<file path="config.mk">
export PLATFORM = sky130hd
export DESIGN_NAME = sd_spi_command_engine
export DESIGN_NICKNAME = d
export VERILOG_FILES = /design/src/rtl/sdsce_pkg.sv /design/src/rtl/sdsce_front.sv /design/src/rtl/sdsce_queue.sv /design/src/rtl/sdsce_back.sv /design/src/rtl/sd_spi_command_engine.sv
export VERILOG_INCLUDE_DIRS = /design/src /design/src/rtl
export SDC_FILE = /design/constraint.sdc
export NUM_CORES = 1
export LEC_CHECK = 0
export BUFFER_PORTS_ARGS = -buffer_cell sky130_fd_sc_hd__buf_2
export CAP_MARGIN = 10
export CORE_AREA = 2 2 128 105
export DETAILED_ROUTE_END_ITERATION = 8
export DIE_AREA = 0 0 130 107
export PLACE_DENSITY = 0.81
export SKIP_CTS_REPAIR_TIMING = 1
export SLEW_MARGIN = 20
export SYNTH_ARGS = -nofsm -noshare
export SYNTH_HDL_FRONTEND = slang
export SYNTH_SLANG_ARGS = --single-unit
</file>
<file path="constraint.sdc">
create_clock -name clk -period 3.6 [get_ports clk]
set_input_delay 0.36 -clock clk [delete_from_list [all_inputs] [get_ports clk]]
set_output_delay 0.36 -clock clk [all_outputs]
set_load 0.01 [all_outputs]
</file>
<file path="src/rtl/sd_spi_command_engine_assert.svh">
`ifndef SD_SPI_COMMAND_ENGINE_ASSERT_SVH
`define SD_SPI_COMMAND_ENGINE_ASSERT_SVH

// Check that a condition holds in the same cycle.
`define SDSCE_CHECK_NOW(lbl, cond, msg) \
  lbl: assert property (@(posedge clk) disable iff (rst) (cond)) else $error(msg);

// Check that a cause is followed by an effect in the same cycle.
`define SDSCE_CHECK_IMPL(lbl, cause, effect, msg) \
  lbl: assert property (@(posedge clk) disable iff (rst) (cause) |-> (effect)) else $error(msg);

// Check that a cause is followed by an effect in the next cycle.
`define SDSCE_CHECK_NEXT(lbl, cause, effect, msg) \
  lbl: assert property (@(posedge clk) disable iff (rst) (cause) |=> (effect)) else $error(msg);

`endif

</file>
<file path="src/rtl/sdsce_pkg.sv">
package sdsce_pkg;

  localparam logic [1:0] OP_CMD        = 2'd0;
  localparam logic [1:0] OP_READY_WAIT = 2'd1;
  localparam logic [1:0] OP_RX         = 2'd2;

  localparam logic [1:0] KIND_TX    = 2'd0;
  localparam logic [1:0] KIND_R1    = 2'd1;
  localparam logic [1:0] KIND_READY = 2'd2;

  localparam logic [7:0] BYTE_FF       = 8'hFF;
  localparam logic [7:0] CMD_START     = 8'h40;
  localparam logic [7:0] CRC_POLY_LEFT = 8'h12;
  localparam logic [7:0] CRC_MASK      = 8'hFE;
  localparam logic [7:0] CRC_END_BIT   = 8'h01;
  localparam logic [5:0] CMD_STOP      = 6'd12;

  localparam logic [3:0] RETRY_LIMIT_RESET = 4'd8;

  localparam int QUEUE_DEPTH = 2;
  localparam int QPTR_W      = $clog2(QUEUE_DEPTH);
  localparam int QCNT_W      = $clog2(QUEUE_DEPTH + 1);

  // Frame byte positions
  localparam logic [2:0] FB_CMD   = 3'd0;
  localparam logic [2:0] FB_ARG3  = 3'd1;
  localparam logic [2:0] FB_ARG2  = 3'd2;
  localparam logic [2:0] FB_ARG1  = 3'd3;
  localparam logic [2:0] FB_ARG0  = 3'd4;
  localparam logic [2:0] FB_CRC   = 3'd5;
  localparam logic [2:0] FB_STUFF = 3'd6;

  typedef enum logic [1:0] {
    PH_IDLE  = 2'd0,
    PH_R1    = 2'd1,
    PH_READY = 2'd2
  } phase_t;

  typedef struct packed {
    logic [1:0]  op;
    logic [5:0]  cmd_index;
    logic [31:0] argument;
    logic [7:0]  rx_byte;
  } sdsce_in_t;

  typedef struct packed {
    logic [1:0] kind;
    logic [7:0] data_byte;
    logic       last;
  } sdsce_out_t;

  // One unit of work for the back end: a whole command frame or one result.
  typedef struct packed {
    logic        is_frame;
    logic [1:0]  kind;
    logic [7:0]  data_byte;
    logic [5:0]  cmd_index;
    logic [31:0] argument;
  } sdsce_job_t;

  typedef struct packed {
    logic full;
    logic head_valid;
  } sdsce_q_status_t;

  // CRC7 kept left-aligned in a byte; fold in one byte already xored in.
  function automatic logic [7:0] crc7_byte(input logic [7:0] value);
    logic [7:0] c;
    c = value;
    for (int b = 0; b < 8; b++) begin
      if (c[7]) begin
        c = {c[6:0], 1'b0} ^ CRC_POLY_LEFT;
      end else begin
        c = {c[6:0], 1'b0};
      end
    end
    return c;
  endfunction

endpackage

</file>
<file path="src/rtl/sdsce_front.sv">
`include "sd_spi_command_engine_assert.svh"

module sdsce_front (
  input  logic                       clk,
  input  logic                       rst,
  input  logic                       in_valid,
  output logic                       in_stall,
  input  sdsce_pkg::sdsce_in_t       in_item,
  input  logic                       cfg_wr_en,
  input  logic [3:0]                 cfg_wr_data,
  input  sdsce_pkg::sdsce_q_status_t q_status,
  output logic                       push,
  output sdsce_pkg::sdsce_job_t      push_job
);
  import sdsce_pkg::*;

  phase_t     phase;
  phase_t     phase_next;
  logic [3:0] retry_count;
  logic [3:0] retry_count_next;
  logic [3:0] r1_retry_limit;
  logic       accept;

  assign in_stall = q_status.full;
  assign accept   = in_valid && !q_status.full;

  always_ff @(posedge clk) begin
    if (rst) begin
      r1_retry_limit <= RETRY_LIMIT_RESET;
    end else if (cfg_wr_en) begin
      r1_retry_limit <= cfg_wr_data;
    end
  end

  always_ff @(posedge clk) begin
    if (rst) begin
      phase       <= PH_IDLE;
      retry_count <= '0;
    end else begin
      phase       <= phase_next;
      retry_count <= retry_count_next;
    end
  end

  always_comb begin
    phase_next       = phase;
    retry_count_next = retry_count;
    push             = 1'b0;
    push_job         = '0;
    push_job.kind      = KIND_TX;
    push_job.data_byte = BYTE_FF;
    if (accept) begin
      unique case (in_item.op)
        OP_CMD: begin
          push_job.is_frame  = 1'b1;
          push_job.cmd_index = in_item.cmd_index;
          push_job.argument  = in_item.argument;
          push             = 1'b1;
          phase_next       = PH_R1;
          retry_count_next = '0;
        end
        OP_READY_WAIT: begin
          push             = 1'b1;
          phase_next       = PH_READY;
          retry_count_next = '0;
        end
        OP_RX: begin
          unique case (phase)
            PH_R1: begin
              push = 1'b1;
              if (in_item.rx_byte == BYTE_FF && retry_count < r1_retry_limit) begin
                retry_count_next = retry_count + 4'd1;
              end else begin
                push_job.kind      = KIND_R1;
                push_job.data_byte = in_item.rx_byte;
                phase_next         = PH_IDLE;
                retry_count_next   = '0;
              end
            end
            PH_READY: begin
              push = 1'b1;
              // Keep polling until the card releases the line.
              if (in_item.rx_byte == BYTE_FF) begin
                push_job.kind = KIND_READY;
                phase_next    = PH_IDLE;
              end
            end
            PH_IDLE: begin
            end
            default: begin
            end
          endcase
        end
        default: begin
        end
      endcase
    end
  end

  `SDSCE_CHECK_IMPL(a_idle_retry_clear, phase == PH_IDLE, retry_count == '0, "retry count left set while idle")

endmodule

</file>
<file path="src/rtl/sdsce_queue.sv">
`include "sd_spi_command_engine_assert.svh"

module sdsce_queue (
  input  logic                       clk,
  input  logic                       rst,
  input  logic                       push,
  input  sdsce_pkg::sdsce_job_t      push_job,
  input  logic                       pop,
  output sdsce_pkg::sdsce_job_t      head_job,
  output sdsce_pkg::sdsce_q_status_t q_status
);
  import sdsce_pkg::*;

  sdsce_job_t        slots [QUEUE_DEPTH];
  logic [QPTR_W-1:0] wr_ptr;
  logic [QPTR_W-1:0] rd_ptr;
  logic [QCNT_W-1:0] count;

  assign q_status.full       = (count == QCNT_W'(QUEUE_DEPTH));
  assign q_status.head_valid = (count != '0);
  assign head_job            = slots[rd_ptr];

  always_ff @(posedge clk) begin
    if (push) begin
      slots[wr_ptr] <= push_job;
    end
  end

  always_ff @(posedge clk) begin
    if (rst) begin
      wr_ptr <= '0;
      rd_ptr <= '0;
      count  <= '0;
    end else begin
      if (push) begin
        wr_ptr <= wr_ptr + QPTR_W'(1);
      end
      if (pop) begin
        rd_ptr <= rd_ptr + QPTR_W'(1);
      end
      case ({push, pop})
        2'b10:   count <= count + QCNT_W'(1);
        2'b01:   count <= count - QCNT_W'(1);
        default: count <= count;
      endcase
    end
  end

  `SDSCE_CHECK_IMPL(a_no_push_full, push, !q_status.full, "push into full queue")
  `SDSCE_CHECK_IMPL(a_no_pop_empty, pop, q_status.head_valid, "pop from empty queue")

endmodule

</file>
<file path="src/rtl/sdsce_back.sv">
`include "sd_spi_command_engine_assert.svh"

module sdsce_back (
  input  logic                       clk,
  input  logic                       rst,
  input  sdsce_pkg::sdsce_q_status_t q_status,
  input  sdsce_pkg::sdsce_job_t      head_job,
  output logic                       pop,
  output logic                       out_valid,
  input  logic                       out_stall,
  output sdsce_pkg::sdsce_out_t      out_item
);
  import sdsce_pkg::*;

  logic [2:0] byte_idx;
  logic [7:0] crc;
  logic [7:0] crc_next;
  logic [7:0] cur_byte;
  logic       job_done;
  logic       load;

  assign load = q_status.head_valid && (!out_valid || !out_stall);
  assign pop  = load && job_done;

  always_comb begin
    cur_byte = head_job.data_byte;
    if (head_job.is_frame) begin
      unique case (byte_idx)
        FB_CMD:   cur_byte = CMD_START | {2'b00, head_job.cmd_index};
        FB_ARG3:  cur_byte = head_job.argument[31:24];
        FB_ARG2:  cur_byte = head_job.argument[23:16];
        FB_ARG1:  cur_byte = head_job.argument[15:8];
        FB_ARG0:  cur_byte = head_job.argument[7:0];
        FB_CRC:   cur_byte = (crc & CRC_MASK) | CRC_END_BIT;
        FB_STUFF: cur_byte = BYTE_FF;
        default:  cur_byte = BYTE_FF;
      endcase
    end
  end

  // Fold each header byte into the CRC as it goes out.
  assign crc_next = crc7_byte(((byte_idx == FB_CMD) ? 8'h00 : crc) ^ cur_byte);

  assign job_done = !head_job.is_frame
                 || (byte_idx == FB_CRC && head_job.cmd_index != CMD_STOP)
                 || (byte_idx == FB_STUFF);

  always_ff @(posedge clk) begin
    if (rst) begin
      byte_idx  <= FB_CMD;
      out_valid <= 1'b0;
    end else begin
      if (load) begin
        out_valid <= 1'b1;
        byte_idx  <= job_done ? FB_CMD : byte_idx + 3'd1;
      end else if (!out_stall) begin
        out_valid <= 1'b0;
      end
    end
  end

  always_ff @(posedge clk) begin
    if (load) begin
      out_item.kind      <= head_job.kind;
      out_item.data_byte <= cur_byte;
      out_item.last      <= job_done;
      if (byte_idx <= FB_ARG0) begin
        crc <= crc_next;
      end
    end
  end

  `SDSCE_CHECK_IMPL(a_frame_held, byte_idx != FB_CMD, q_status.head_valid && head_job.is_frame, "frame left mid-way")
  `SDSCE_CHECK_NOW(a_idx_range, byte_idx <= FB_STUFF, "frame byte index out of range")
  `SDSCE_CHECK_NEXT(a_load_shows, load, out_valid, "loaded byte not presented")

endmodule

</file>
<file path="src/rtl/sd_spi_command_engine.sv">
// SD card SPI-mode command engine, host side. An issue-command item yields
// its frame as 6 transmit bytes (7 for CMD12, which adds a stuff byte) at one
// byte per cycle while the output is not stalled; every other item yields at
// most one result. The front end updates the R1/ready-wait state and accepts
// an item each cycle while its 2-entry job queue has room; the frame
// serializer in the back end sets the sustained rate, folding the CRC7 in one
// byte per cycle as the header goes out. Received bytes while idle and op code
// 3 are taken and give no result. The retry limit (reset 8) is written through
// cfg_wr_en/cfg_wr_data; the user must write it only while the block is idle,
// as the block itself does not enforce this.
module sd_spi_command_engine (
  input  logic                  clk,
  input  logic                  rst,
  input  logic                  in_valid,
  output logic                  in_stall,
  input  sdsce_pkg::sdsce_in_t  in_item,
  output logic                  out_valid,
  input  logic                  out_stall,
  output sdsce_pkg::sdsce_out_t out_item,
  input  logic                  cfg_wr_en,
  input  logic [3:0]            cfg_wr_data
);
  import sdsce_pkg::*;

  sdsce_q_status_t q_status;
  sdsce_job_t      push_job;
  sdsce_job_t      head_job;
  logic            push;
  logic            pop;

  sdsce_front u_front (
    .clk         (clk),
    .rst         (rst),
    .in_valid    (in_valid),
    .in_stall    (in_stall),
    .in_item     (in_item),
    .cfg_wr_en   (cfg_wr_en),
    .cfg_wr_data (cfg_wr_data),
    .q_status    (q_status),
    .push        (push),
    .push_job    (push_job)
  );

  sdsce_queue u_queue (
    .clk      (clk),
    .rst      (rst),
    .push     (push),
    .push_job (push_job),
    .pop      (pop),
    .head_job (head_job),
    .q_status (q_status)
  );

  sdsce_back u_back (
    .clk       (clk),
    .rst       (rst),
    .q_status  (q_status),
    .head_job  (head_job),
    .pop       (pop),
    .out_valid (out_valid),
    .out_stall (out_stall),
    .out_item  (out_item)
  );

endmodule
</file>
==> metrics.md <==
| Metric | Value |
|---|---|
| Distinct cells, synth | `58` |
| Pwr dens | `about 750 nW/µm²` |
| Overflow after GRT | `0` |
| Slowest stage delay, CP | `between 400 and 500 ps` |
| Total number of vias | `3956` |
| Syn Inst Count | `467` |
| Area of the multi-input gates | `2230 µm²` |
| Number of synthesized register bits | `135` |
| Placed Area | `~6800 µm²` |
| Fraction of layout cells with a size suffix above 1 | `approximately a quarter` |
| Fill cell count | `about 990` |
| Routed len/inst | `approximately 18 µm` |
| Final min period | `between 2000 and 3000 ps` |
| Ant. Diodes | `0` |
| Post-place setup slack | `approximately 910 ps` |
| Max Slew Vio Count | `0` |
| Max-slew headroom | `a little over a third` |
| Post-DP HPWL | `about 8600 µm` |
| Hold Path Class | `in2reg` |
| Post-synthesis sequential area ratio | `between 60% and 70%` |
| Drt total wl | `12800 µm` |
| Crit path max fanout | `14` |
| Setup Viol. Count Final | `0` |
| Post-Syn Area per Cell | `around 13 µm²` |
| Syn-to-layout area delta | `16.7%` |
| Post-synth ARST share | `0%` |
| Initial antenna violation count | `0` |
| Clk_lat worst skew | `420 ps` |
| Initial Utilization | `49.8%` |
| IO Pins | `70` |
| Status | `finished clean` |
| Fin nets | `between 600 and 700` |
| PortBufs | `69` |
| Setup WS post-layout | `780 ps` |
| Post-route cell area | `7350 µm²` |
| CP arrival | `2970 ps` |
| Max Cap Violations | `0` |
| Root buf cell | `clkbuf_16` |
| TritonCTS buffer count | `17` |
| Synth Warn # | `0` |
| Crit-path leading delay family | `simple AND/OR/NAND/NOR gates` |
| Critical Path Sink Type | `flop` |
| RSZ-0062 raised after global routing | `false` |
| Final hold slack | `roughly 160 ps` |
| Vias per cell | `~5.4` |
| Fmax | `355 MHz` |
| Crit-path cells | `inv_1 -> ha_1 -> nor3_1 -> a21oi_4 -> nand4b_1 -> o311a_1 -> xnor2_2 -> xor3_1` |
| Main synth FF type | `edfxtp_1` |
| Leak | `around 0.0026 µW` |
| DIE AREA | `approximately 14000 µm²` |
| Mapped Nets | `540` |
| Clock sink count | `around 140` |
| Peak VDD IR | `between 400 and 500 µV` |
| Drt drc | `0` |
| CTS clk-pin slew, worst paths | `~60 ps` |
| Post-synth EDFFs | `116` |
| Antenna-violating nets left | `0` |
| Initial drt markers | `about 410` |
| H-tree level count | `4` |
| Startpoint Class | `flop` |
| Critical-path cell with the highest stage delay | `nor3_1` |
| Fin crit share | `between 70% and 80%` |
| Crit path required time | `around 3800 ps` |
| Gpl congestion | `0.916` |
| Total Power | `between 5000 and 6000 µW` |
| Chip Width | `roughly 130 µm` |
| GRT Total Usage | `about a fifth` |
| Num rows | `37` |
| Hold Vio Cnt, Final | `0` |
| FF/Latch Area | `slightly below 4000 µm²` |
| Least-Margin Pin Slew | `between 900 and 1000 ps` |
| Final setup skew | `around 9.4 ps` |
| Critical path buffer and inverter count | `1` |
| Setup_tns | `0 ps` |
| Mapped Area | `about 6300 µm²` |
| WS Path Type | `reg2reg` |
| CTS tree | `done` |
| Drt pass-1 iters | `6` |
| Core Area | `~13000 µm²` |
| First-pass GRT wire length | `between 20000 and 25000 µm` |
| Largest net degree at the start of global routing | `50` |
| Vias in the first global route | `a little under 4000` |
| Die Height | `around 110 µm` |
| Clock Path Buffers | `2` |
## Yosys cell counts (2+ instances only)
cell type  instances  area, µm²
o21ai_0           11       55.1
xnor2_2            2       32.5
a31oi_1            3       18.8
nand3_1            4       20.0
nor2_1            28        105
and3_1             2       12.5
o31ai_1            4       30.0
a22oi_1            4       30.0
nor2b_1            5       31.3
xor2_1             5       43.8
o22ai_1            4       25.0
nor3_1             8       40.0
xnor2_1           19        166
mux4_2             7        158
nand2b_1          12       75.1
a211oi_1           2       15.0
buf_6              9        101
nand2_1           33        124
a21oi_1           13       65.1
nor3b_1            2       15.0
clkbuf_1           8       30.0
and2_1            38        238
inv_1             19       71.3
nand4_1            6       37.5
buf_2              3       15.0
a21oi_2            2       17.5
dfxtp_1           19        380
mux2_2             7       78.8
edfxtp_1         116       3480
a21o_1             3       22.5
o211ai_1           3       22.5
mux2i_1           22        220
ha_1              16        200
nand4b_1           4       35.0
## cells in the final DEF, fill, tap and decap left out, drive strengths merged, types with 6 or more instances in the layout
master	instances
ha	16
a21oi	16
clkbuf	20
nand2b	13
nand4	6
xnor2	21
mux2	7
o21ai	14
nor2	28
nor3	8
edfxtp	116
buf	76
and2	38
nand2	33
inv	19
mux4	7
clkinv	8
mux2i	23
dfxtp	19
## kinds of logic after synthesis
family	after synthesis	share of synthesized area, %
compound gates	65	7.91
xor+xnor	27	4.23
fa+ha+maj	16	3.18
buf+inv	40	3.54
flops	135	61.4
mux	37	7.47
simple gates	147	12.3
## worst paths after layout
check                                        start                         to  slack [ps]  cells past startpoint
worst max-delay path            u_back.byte_idx[0]              u_back.crc[4]         780                      8
worst min-delay path                cfg_wr_data[3]  u_front.r1_retry_limit[3]         160                      3
worst max register to register  u_back.byte_idx[0]              u_back.crc[4]         780                      8
worst min register to register    u_back.out_valid           u_back.out_valid         480                      2
## area by class of cell
class / instances / area share (%)
Inverter: 19 / 0.970
Clock buffer: 20 / 6.50
Clock inverter: 12 / 1.04
Timing Repair Buffer: 76 / 5.58
Sequential cell: 135 / 52.6
Multi-Input combinational cell: 292 / 30.3
Tap cell: 175 / 2.98
## where the power goes
part,switching (µW),internal (µW)
sequential,144,2000
clock,640,948
combinational,969,777
total,1750,3730
## through the flow
stage,util (%),instances
after floorplan,-,467
after global placement,53.8,697
after detailed placement,53.8,697
after CTS,58.2,729
after global routing,58.2,729
final,58.2,729
## registers in the layout (all words and copies together) (netlist names), 2 cells and up, named ones only
signal,flops
u_back.byte_idx,3
u_back.crc,7
u_back.out_item,11
u_front.phase,2
u_front.r1_retry_limit,4
u_front.retry_count,4
u_queue.count,2
u_queue.slots,98
## worst register-to-register path, delay by kind of cell, from the launching register on
family                   cells  cell delay, ps
AO/OA/AOI/OAI                2             420
flip-flops                   1             420
adder cells (fa/ha/maj)      1             370
XOR/XNOR                     2             610
AND/OR/NAND/NOR              2             640
buffers and inverters        1             100
## routing by layer
layer	vias to the layer above	routed length, µm	global-route usage [%]
li1	1860	-	-
met1	1901	5590	25.7
met2	170	6000	29.7
met3	25	909	6.59
met4	0	276	6.91
met5	-	0	0
Note: power is estimated with default switching activity, not from simulation.
